## src/hw/rtl/qpe_pkg.sv

```systemverilog
`timescale 1ns / 1ps

package qpe_pkg;

    localparam logic [7:0] CHAR_LF          = 8'd10;
    localparam logic [7:0] CHAR_CR          = 8'd13;
    localparam logic [7:0] CHAR_EQ          = 8'd61;
    localparam logic [7:0] PRINT_LOW        = 8'd32;
    localparam logic [7:0] PRINT_HIGH       = 8'd126;
    localparam logic [7:0] LINE_LIMIT_RESET = 8'd75;

    localparam logic [1:0] BODY_LAST_PLAIN  = 2'd0;
    localparam logic [1:0] BODY_LAST_ESCAPE = 2'd2;

    typedef struct packed {
        logic [3:0][7:0] chars;
        logic [1:0]      last_idx;
        logic            brk_first;
    } char_seq_t;

    function automatic logic [7:0] hex_digit(input logic [3:0] nibble);
        logic [7:0] digit;
        if (nibble < 4'd10)
        begin
            digit = 8'd48 + {4'd0, nibble};
        end
        else
        begin
            digit = 8'd55 + {4'd0, nibble};
        end
        return digit;
    endfunction

endpackage

```

## src/hw/rtl/qpe_channels.sv

```systemverilog
`timescale 1ns / 1ps

interface qpe_in_if;
    logic       valid;
    logic       ready;
    logic [7:0] in_byte;
    logic       message_end;

    modport source (output valid, output in_byte, output message_end, input ready);
    modport sink   (input valid, input in_byte, input message_end, output ready);
endinterface

interface qpe_out_if;
    logic       valid;
    logic       ready;
    logic [7:0] out_char;
    logic       line_break_after;
    logic       run_last;
    logic       message_last;

    modport source (output valid, output out_char, output line_break_after,
                    output run_last, output message_last, input ready);
    modport sink   (input valid, input out_char, input line_break_after,
                    input run_last, input message_last, output ready);
endinterface

interface qpe_cfg_if;
    logic       valid;
    logic       ready;
    logic [7:0] data;

    modport source (output valid, output data, input ready);
    modport sink   (input valid, input data, output ready);
endinterface

```

## src/hw/rtl/qpe_expand.sv

```systemverilog
`timescale 1ns / 1ps

module qpe_expand (
    input  logic [7:0]        in_byte,
    input  logic [7:0]        column_count,
    input  logic [7:0]        line_limit,
    output qpe_pkg::char_seq_t seq,
    output logic [7:0]        column_next
);

    logic            is_crlf;
    logic            is_escape;
    logic            brk;
    logic [2:0][7:0] body;
    logic [1:0]      body_last;

    assign is_crlf   = (in_byte == qpe_pkg::CHAR_LF) || (in_byte == qpe_pkg::CHAR_CR);
    assign is_escape = (in_byte < qpe_pkg::PRINT_LOW) || (in_byte == qpe_pkg::CHAR_EQ)
                       || (in_byte > qpe_pkg::PRINT_HIGH);
    assign brk       = (column_count >= line_limit) && !is_crlf;

    always_comb
    begin
        body      = '{default: 8'd0};
        body_last = qpe_pkg::BODY_LAST_PLAIN;
        if (!is_crlf && is_escape)
        begin
            body[0]   = qpe_pkg::CHAR_EQ;
            body[1]   = qpe_pkg::hex_digit(in_byte[7:4]);
            body[2]   = qpe_pkg::hex_digit(in_byte[3:0]);
            body_last = qpe_pkg::BODY_LAST_ESCAPE;
        end
        else
        begin
            body[0] = in_byte;
        end
    end

    // shift the body up by one place behind a soft break
    always_comb
    begin
        seq.brk_first = brk;
        if (brk)
        begin
            seq.chars    = {body[2], body[1], body[0], qpe_pkg::CHAR_EQ};
            seq.last_idx = body_last + 2'd1;
        end
        else
        begin
            seq.chars    = {8'd0, body[2], body[1], body[0]};
            seq.last_idx = body_last;
        end
    end

    always_comb
    begin
        if (is_crlf)
        begin
            column_next = 8'd0;
        end
        else if (brk)
        begin
            column_next = 8'd1;
        end
        else
        begin
            column_next = column_count + 8'd1;
        end
    end

endmodule

```

## src/hw/rtl/quoted_printable_encoder_unit.sv

```systemverilog
`timescale 1ns / 1ps

// Quoted-printable encoder. Each accepted byte becomes one to four output
// characters, sent one a cycle while the receiver is ready from a single
// sequence register: one for a plain byte, CR or LF, three for an escaped
// byte (=XX), and one more when a soft line break '=' goes in front. A
// one-word input register takes the next byte while the current sequence
// drains, so bytes that expand to one character stream at one per cycle
// while the receiver is ready. The line limit is written on the always-ready
// configuration channel and takes effect from the next byte expanded.
module quoted_printable_encoder_unit (
    input  logic             clk,
    input  logic             rst_n,
    qpe_in_if.sink           in_ch,
    qpe_out_if.source        out_ch,
    qpe_cfg_if.sink          cfg
);

    logic               hold_valid_reg;
    logic [7:0]         hold_byte_reg;
    logic               hold_end_reg;

    logic               seq_valid_reg;
    qpe_pkg::char_seq_t seq_reg;
    logic [1:0]         idx_reg;
    logic               seq_end_reg;

    logic [7:0]         line_limit_reg;
    logic [7:0]         column_reg;

    qpe_pkg::char_seq_t exp_seq;
    logic [7:0]         column_next;

    logic               in_fire;
    logic               out_fire;
    logic               at_last;
    logic               seq_free;
    logic               load;

    qpe_expand u_expand (
        .in_byte      (hold_byte_reg),
        .column_count (column_reg),
        .line_limit   (line_limit_reg),
        .seq          (exp_seq),
        .column_next  (column_next)
    );

    assign at_last  = (idx_reg == seq_reg.last_idx);
    assign out_fire = seq_valid_reg && out_ch.ready;
    assign seq_free = !seq_valid_reg || (out_fire && at_last);
    assign load     = hold_valid_reg && seq_free;
    assign in_fire  = in_ch.valid && in_ch.ready;

    assign in_ch.ready = !hold_valid_reg || load;
    assign cfg.ready   = 1'b1;

    assign out_ch.valid            = seq_valid_reg;
    assign out_ch.out_char         = seq_reg.chars[idx_reg];
    assign out_ch.line_break_after = seq_reg.brk_first && (idx_reg == 2'd0);
    assign out_ch.run_last         = at_last;
    assign out_ch.message_last     = at_last && seq_end_reg;

    always_ff @(posedge clk or negedge rst_n)
    begin
        if (!rst_n)
        begin
            line_limit_reg <= qpe_pkg::LINE_LIMIT_RESET;
        end
        else if (cfg.valid)
        begin
            line_limit_reg <= cfg.data;
        end
    end

    // hold the incoming word until the output side is free
    always_ff @(posedge clk or negedge rst_n)
    begin
        if (!rst_n)
        begin
            hold_valid_reg <= 1'b0;
        end
        else if (in_fire)
        begin
            hold_valid_reg <= 1'b1;
        end
        else if (load)
        begin
            hold_valid_reg <= 1'b0;
        end
    end

    always_ff @(posedge clk)
    begin
        if (in_fire)
        begin
            hold_byte_reg <= in_ch.in_byte;
            hold_end_reg  <= in_ch.message_end;
        end
    end

    always_ff @(posedge clk or negedge rst_n)
    begin
        if (!rst_n)
        begin
            seq_valid_reg <= 1'b0;
            idx_reg       <= 2'd0;
            column_reg    <= 8'd0;
        end
        else if (load)
        begin
            seq_valid_reg <= 1'b1;
            idx_reg       <= 2'd0;
            column_reg    <= column_next;
        end
        else if (out_fire)
        begin
            if (at_last)
            begin
                seq_valid_reg <= 1'b0;
            end
            else
            begin
                idx_reg <= idx_reg + 2'd1;
            end
        end
    end

    always_ff @(posedge clk)
    begin
        if (load)
        begin
            seq_reg     <= exp_seq;
            seq_end_reg <= hold_end_reg;
        end
    end

    a_idx_in_range: assert property (@(posedge clk) disable iff (!rst_n)
        seq_valid_reg |-> (idx_reg <= seq_reg.last_idx))
        else $error("character index past end of sequence");

    a_msg_on_run_last: assert property (@(posedge clk) disable iff (!rst_n)
        (out_ch.valid && out_ch.message_last) |-> out_ch.run_last)
        else $error("message end flagged before last character of a byte");

    a_crlf_clears: assert property (@(posedge clk) disable iff (!rst_n)
        (load && ((hold_byte_reg == qpe_pkg::CHAR_CR) || (hold_byte_reg == qpe_pkg::CHAR_LF)))
        |=> (column_reg == 8'd0))
        else $error("column not cleared after CR or LF");

    a_hold_kept: assert property (@(posedge clk) disable iff (!rst_n)
        (hold_valid_reg && !seq_free) |=> hold_valid_reg)
        else $error("held word dropped while output busy");

endmodule

```

## src/flat_wrapper.sv

```systemverilog
// flat-port wrapper written by rule: the top's interface ports become plain ports
module quoted_printable_encoder_unit_flat 
  (clk, rst_n, in_ch_valid, in_ch_in_byte, in_ch_message_end, in_ch_ready, out_ch_valid, out_ch_out_char, out_ch_line_break_after, out_ch_run_last, out_ch_message_last, out_ch_ready, cfg_valid, cfg_data, cfg_ready);
  qpe_in_if in_ch_i ();
  qpe_out_if out_ch_i ();
  qpe_cfg_if cfg_i ();
  input  logic clk;
  input  logic rst_n;
  input wire logic [$bits(in_ch_i.valid)-1:0] in_ch_valid;
  input wire logic [$bits(in_ch_i.in_byte)-1:0] in_ch_in_byte;
  input wire logic [$bits(in_ch_i.message_end)-1:0] in_ch_message_end;
  output wire logic [$bits(in_ch_i.ready)-1:0] in_ch_ready;
  output wire logic [$bits(out_ch_i.valid)-1:0] out_ch_valid;
  output wire logic [$bits(out_ch_i.out_char)-1:0] out_ch_out_char;
  output wire logic [$bits(out_ch_i.line_break_after)-1:0] out_ch_line_break_after;
  output wire logic [$bits(out_ch_i.run_last)-1:0] out_ch_run_last;
  output wire logic [$bits(out_ch_i.message_last)-1:0] out_ch_message_last;
  input wire logic [$bits(out_ch_i.ready)-1:0] out_ch_ready;
  input wire logic [$bits(cfg_i.valid)-1:0] cfg_valid;
  input wire logic [$bits(cfg_i.data)-1:0] cfg_data;
  output wire logic [$bits(cfg_i.ready)-1:0] cfg_ready;
  assign in_ch_i.valid = in_ch_valid;
  assign in_ch_i.in_byte = in_ch_in_byte;
  assign in_ch_i.message_end = in_ch_message_end;
  assign in_ch_ready = in_ch_i.ready;
  assign out_ch_valid = out_ch_i.valid;
  assign out_ch_out_char = out_ch_i.out_char;
  assign out_ch_line_break_after = out_ch_i.line_break_after;
  assign out_ch_run_last = out_ch_i.run_last;
  assign out_ch_message_last = out_ch_i.message_last;
  assign out_ch_i.ready = out_ch_ready;
  assign cfg_i.valid = cfg_valid;
  assign cfg_i.data = cfg_data;
  assign cfg_ready = cfg_i.ready;
  quoted_printable_encoder_unit u_core (.clk(clk), .rst_n(rst_n), .in_ch(in_ch_i), .out_ch(out_ch_i), .cfg(cfg_i));
endmodule
```

## config.mk

```make
export PLATFORM = sky130hd
export DESIGN_NAME = quoted_printable_encoder_unit_flat
export DESIGN_NICKNAME = d
export VERILOG_FILES = /design/src/hw/rtl/qpe_pkg.sv /design/src/hw/rtl/qpe_channels.sv /design/src/hw/rtl/qpe_expand.sv /design/src/hw/rtl/quoted_printable_encoder_unit.sv /design/src/flat_wrapper.sv
export SDC_FILE = /design/constraint.sdc
export NUM_CORES = 1
export LEC_CHECK = 0
export BUFFER_PORTS_ARGS = -buffer_cell sky130_fd_sc_hd__buf_2
export CORE_ASPECT_RATIO = 0.6
export CORE_MARGIN = 2
export CORE_UTILIZATION = 30
export CTS_CLUSTER_SIZE = 40
export DETAILED_ROUTE_END_ITERATION = 16
export SYNTH_ARGS = -nofsm -noshare
export SYNTH_HDL_FRONTEND = slang
export SYNTH_SLANG_ARGS = --single-unit
```

## constraint.sdc

```tcl
create_clock -name clk -period 2.61 [get_ports clk]
set_input_delay 0.783 -clock clk [delete_from_list [all_inputs] [get_ports clk]]
set_output_delay 0.783 -clock clk [all_outputs]
set_load 0.02 [all_outputs]
```

==> flow_metrics.tcl, run 1 <==
set metrics [dict create \
    clk_latency_ns 0.33 \
    viasPerCell 4.81 \
    num_vias 2267 \
    grt_max_degree 34 \
    met2WireLength_um 2600 \
    worst_ep_required_time_ns 2.68 \
    drt_first_pass_iters 4 \
    cap_violations 0 \
    die-height_um 85.2 \
    antenna_found_initial 0 \
    hold_ws_ns 0.398 \
    slew_viol_final 0 \
    timing.rr.end "u_core.seq_reg[5]$_SDFFCE_PP1P_" \
    core_area_um2 10600 \
    wire_per_inst_um 15.0 \
    gp_congestion 0.849 \
    fin_crit_sh_pct 96.0 \
    ys_seq_area_share_pct 54.5 \
    track_usage_pct 13.1 \
    hold_viol_final 0 \
    hpwl_um 5270 \
    power_density_nw_per_um2 1140 \
    critPathLaunch "u_core.line_limit_reg[6]$_DFFE_PN1P_" \
    diodes 0 \
    ir_drop_mv 0.461 \
    area_growth_pct 20.3 \
    cts_resized 0 \
    ys_top_cells_by_area "edfxtp_1 (39%), dfrtp_1 (12%), ha_1 (5.7%)" \
    status "completed" \
    largest_reg_flops 33 \
    clock-sinks 63 \
    postCtsHoldBufs 0 \
    portBuffers 34 \
    synth-edff-count 43 \
    relSlewSlack_pct 47.1 \
    min_period_ns 2.51 \
    ys_top_cells_by_count "edfxtp_1 (43), nand2_1 (27), nor2_1 (21), o21ai_0 (21), inv_1 (19)" \
    tns_ns 0 \
    pin_count 36 \
    crit_arrival_ns 2.58 \
    cts_root_buf "clkbuf_16" \
    setup_viol 0 \
    synth.most_common_cell "edfxtp_1" \
    place_area_um2 3640 \
    rows 29 \
    grt_pass1_wl_um 11900 \
    overflow 0 \
    syn_area_per_cell_um2 11.7 \
    path_clk_slew_ns 0.05 \
    synth_area_um2 3300 \
    hold_class "input port to async pin" \
    reg2reg_from "u_core.line_limit_reg[6]$_DFFE_PN1P_" \
    grt_pass1_vias 2195 \
    dominantRegCellSynth "edfxtp_1" \
    yosys_warnings 0 \
    rsz0062_at_grt "false" \
    dieWidth_um 139 \
    synth_top_area_cell "edfxtp_1" \
    top_layer "met4" \
    path_class "register to register" \
    drcViolationCount 0 \
    cts_tree "done" \
    num-fill-cells 1065 \
    power_w 0.00452 \
    routed_wl_um 7060 \
    endpoint "u_core.seq_reg[5]$_SDFFCE_PP1P_" \
    yosys.cell_types.count 60 \
    worst_pin_slew_ns 0.785 \
    netlist_instances 282 \
    drt_iter0_drc 231 \
    numCtsBuffers 9 \
    synth_top_area_share_pct 39.2 \
    wirelength_met1_um 3760 \
    crit_path_max_fanout 19 \
    wl_met3_um 600 \
    layout-drive-gt1-share_pct 27.1 \
    ff2ff_path_depth 8 \
    fin_nets 364 \
    leakage_nw 1.59 \
    skew_ns 0.00492 \
    antenna_left 0 \
    htreeDepth 3 \
    dieArea_um2 11900 \
    regToRegSetupSlack_ns 0.10 \
    cp-end-kind "register" \
    post-cts-setup-buffer-count 0 \
    synth-seq-cells 63 \
    start_util_pct 31.0 \
    critPathLaunchType "register" \
    final_core_util_pct 37.3 \
    final_area_um2 3970 \
    fmaxAchievable_mhz 399 \
    clock_path_buffers 2 \
    ys_async_sr_fraction_pct 31.7 \
]
==> cells in the final DEF (no fill, tap or decap), drive strengths merged, types with 8 or more instances in the layout <==
cell,instances
nand2,28
o21ai,21
a21oi,14
nor3,8
dfrtp,16
inv,20
nor2,22
ha,15
edfxtp,43
buf,46
clkbuf,10
==> critical path: stages, from the launching register on <==
cell	delay, ns
dfstp_2	0.51
inv_1	0.04
ha_1	0.29
and3_4	0.21
a221o_1	0.39
a31oi_4	0.15
or2_1	0.24
inv_8	0.09
or3_1	0.31
==> layout make-up <==
type | count | area (um^2) | share of cell area [%]
clock buffers | 10 | 229 | 5.77
clock inverters | 6 | 85.1 | 2.15
inverters | 20 | 82.6 | 2.08
multi-input cells | 187 | 1340 | 33.7
flip-flops and latches | 63 | 1800 | 45.3
well taps | 139 | 174 | 4.39
repair buffers | 46 | 260 | 6.56
==> worst min path at each step <==
stage	to	from	cells after the start
after floorplan	u_core.seq_end_reg$_DFFE_PP_	u_core.hold_end_reg$_DFFE_PP_	0
after detailed placement	u_core.seq_end_reg$_DFFE_PP_	u_core.hold_end_reg$_DFFE_PP_	0
final	u_core.idx_reg[1]$_DFFE_PN0P_	rst_n	1
after global routing	u_core.idx_reg[1]$_DFFE_PN0P_	rst_n	1
after global placement	u_core.seq_end_reg$_DFFE_PP_	u_core.hold_end_reg$_DFFE_PP_	0
after CTS	u_core.idx_reg[0]$_DFFE_PN0P_	rst_n	1
==> power by group <==
group	total (W)	switching [W]	internal, W
combinational	0.00164	0.000988	0.000648
clock	0.00126	0.000429	0.000832
sequential	0.00162	0.000175	0.00145
total	0.00452	0.00159	0.00293
==> cell families after synthesis <==
| family | after synthesis | share of synthesized area (%) |
|---|---|---|
| and+or+nand+nor | 93 | 14.2 |
| DFF | 63 | 54.5 |
| AOI/OAI and AO/OA | 61 | 12.8 |
| buffers and inverters | 33 | 5.35 |
| adders and majority gates | 15 | 5.69 |
| muxes | 11 | 6.19 |
| xor gates and xnor gates | 4 | 1.06 |
| other | 2 | 0.228 |
==> through the flow <==
| stage | instances | worst slack, ns |
|---|---|---|
| 2_1_floorplan | 283 | 0.158 |
| 3_3_place_gp | 455 | 0.164 |
| 3_5_place_dp | 455 | 0.108 |
| 4_1_cts | 471 | 0.0960 |
| 5_1_grt | 471 | 0.0168 |
| 6_report | 471 | 0.105 |
==> metal layers <==
layer	GRT usage (%)	up-vias
met3	4.57	13
met2	16.2	79
met1	20.3	1058
li1	-	1117
met5	0	-
met4	4.96	0
Power figures use the tool's default switching activity.
==> inputs of run 2 (changes only) <==
--- a/config.mk
+++ b/config.mk
@@ -6,11 +6,14 @@
 export NUM_CORES = 1
 export LEC_CHECK = 0
 export BUFFER_PORTS_ARGS = -buffer_cell sky130_fd_sc_hd__buf_2
+export CELL_PAD_IN_SITES_DETAIL_PLACEMENT = 0
+export CELL_PAD_IN_SITES_GLOBAL_PLACEMENT = 1
 export CORE_ASPECT_RATIO = 0.6
 export CORE_MARGIN = 2
 export CORE_UTILIZATION = 30
 export CTS_CLUSTER_SIZE = 40
 export DETAILED_ROUTE_END_ITERATION = 16
+export PLACE_DENSITY_LB_ADDON = 0.1
 export SYNTH_ARGS = -nofsm -noshare
 export SYNTH_HDL_FRONTEND = slang
 export SYNTH_SLANG_ARGS = --single-unit
==> flow_metrics.tcl, run 2 (synthesized netlist as in run 1, its figures left out) <==
set metrics [dict create \
    num-fill-cells 1039 \
    cts_tree "done" \
    cpPeakStageDelay_ns 0.54 \
    grt_max_degree 41 \
    grt_pass1_vias 2158 \
    hold_class "input port to async pin" \
    num_vias 2260 \
    status "completed" \
    dieArea_um2 11900 \
    portBuffers 34 \
    wire_per_inst_um 16.1 \
    largest_reg_flops 33 \
    crit_arrival_ns 1.68 \
    path_class "register to output port" \
    path_clk_slew_ns 0.05 \
    leakage_nw 1.64 \
    layout-drive-gt1-share_pct 28.7 \
    diodes 0 \
    reg2reg_from "u_core.line_limit_reg[6]$_DFFE_PN1P_" \
    final_core_util_pct 38.0 \
    cp.depth 3 \
    track_usage_pct 14.2 \
    cts_root_buf "clkbuf_16" \
    skew_ns 0.00423 \
    hold_ws_ns 0.406 \
    fin_nets 370 \
    core_area_um2 10600 \
    postCtsHoldBufs 0 \
    fin_crit_sh_pct 94.4 \
    routed_wl_um 7690 \
    relSlewSlack_pct 63.3 \
    ir_drop_mv 0.447 \
    antenna_left 0 \
    die-height_um 85.2 \
    start_util_pct 31.0 \
    pin_count 36 \
    crit_path_max_fanout 4 \
    crit_buf_inv 2 \
    worst_ep_required_time_ns 1.83 \
    htreeDepth 3 \
    overflow 0 \
    drcViolationCount 0 \
    viasPerCell 4.74 \
    final_common_cell "edfxtp_1" \
    fmaxAchievable_mhz 406 \
    tns_ns 0 \
    post-cts-setup-buffer-count 0 \
    cp_cell_sequence "buf_4, mux4_2, buf_2" \
    power_density_nw_per_um2 1170 \
    cts_resized 0 \
    rows 29 \
    dieWidth_um 139 \
    hpwl_um 5780 \
    cap_violations 0 \
    clock_path_buffers 2 \
    hold_viol_final 0 \
    path_delay_family "multiplexers" \
    ff2ff_path_depth 7 \
    worst_pin_slew_ns 0.551 \
    slowest_stage "mux4_2" \
    cp-end-kind "output port" \
    setup_viol 0 \
    drt_iter0_drc 116 \
    power_w 0.00472 \
    critPathLaunch "u_core.idx_reg[0]$_DFFE_PN0P_" \
    antenna_found_initial 0 \
    clock-sinks 63 \
    rsz0062_at_grt "false" \
    gp_congestion 0.735 \
    area_growth_pct 22.7 \
    slew_viol_final 0 \
    critPathLaunchType "register" \
    min_period_ns 2.46 \
    most-common-layout-cells "edfxtp_1 (43), buf_2 (34), nand2_1 (27)" \
    drt_first_pass_iters 4 \
    grt_pass1_wl_um 12500 \
    numCtsBuffers 9 \
    clk_latency_ns 0.33 \
]
run 2: cell types whose count changed in the layout (fill, tap and decap cells not counted), sizes merged:
cell | before | now
buf | 46 | 52
bufinv | 2 | 3
inv | 20 | 21
clkinv | 3 | 2
clkbuf | 10 | 9
run 2: final timing paths:
| kind | endpoint | slack [ns] |
|---|---|---|
| min in group clk | u_core.seq_end_reg$_DFFE_PP_ | 0.42 |
| max | out_ch_out_char[3] | 0.15 |
| min reg2reg | u_core.seq_end_reg$_DFFE_PP_ | 0.42 |
| max reg2reg | u_core.column_reg[4]$_DFFE_PN0P_ | 0.17 |
| max in group asynchronous | u_core.line_limit_reg[1]$_DFFE_PN1P_ | 1.85 |
| min | u_core.idx_reg[0]$_DFFE_PN0P_ | 0.41 |
run 2: power by group:
group	internal (W)	leakage, nW	total (W)	switching [W]
sequential	0.00145	0.633	0.00160	0.000157
clock	0.000935	0.166	0.00138	0.000448
combinational	0.000707	0.843	0.00173	0.00103
total	0.00309	1.64	0.00472	0.00163
run 2: metal layers:
layer	routed length (um)	track usage [%]	part of all wire, %	vias up
met5	0	0	0	-
met3	420	4.74	5.5	10
met4	100	4.68	1.3	0
li1	-	-	-	1126
met2	2680	15.7	35	48
met1	4480	24.0	58	1076
run 2: metrics by stage:
stage	cell area, um^2	std cells	worst slack, ns
3_3_place_gp	3700	461	0.151
5_1_grt	4050	477	0.00949
2_1_floorplan	3300	283	0.158
6_report	4050	477	0.146
4_1_cts	4040	477	0.0767
3_5_place_dp	3700	461	0.0845
run 2: area by class of cell:
class / instances / area [um^2] / area share [%]
Sequential cell: 63 / 1800 / 44.4
Multi-Input combinational cell: 187 / 1330 / 32.8
Timing Repair Buffer: 52 / 318 / 7.86
Clock buffer: 9 / 225 / 5.57
Tap cell: 139 / 174 / 4.30
Clock inverter: 7 / 120 / 2.97
Inverter: 20 / 82.6 / 2.04
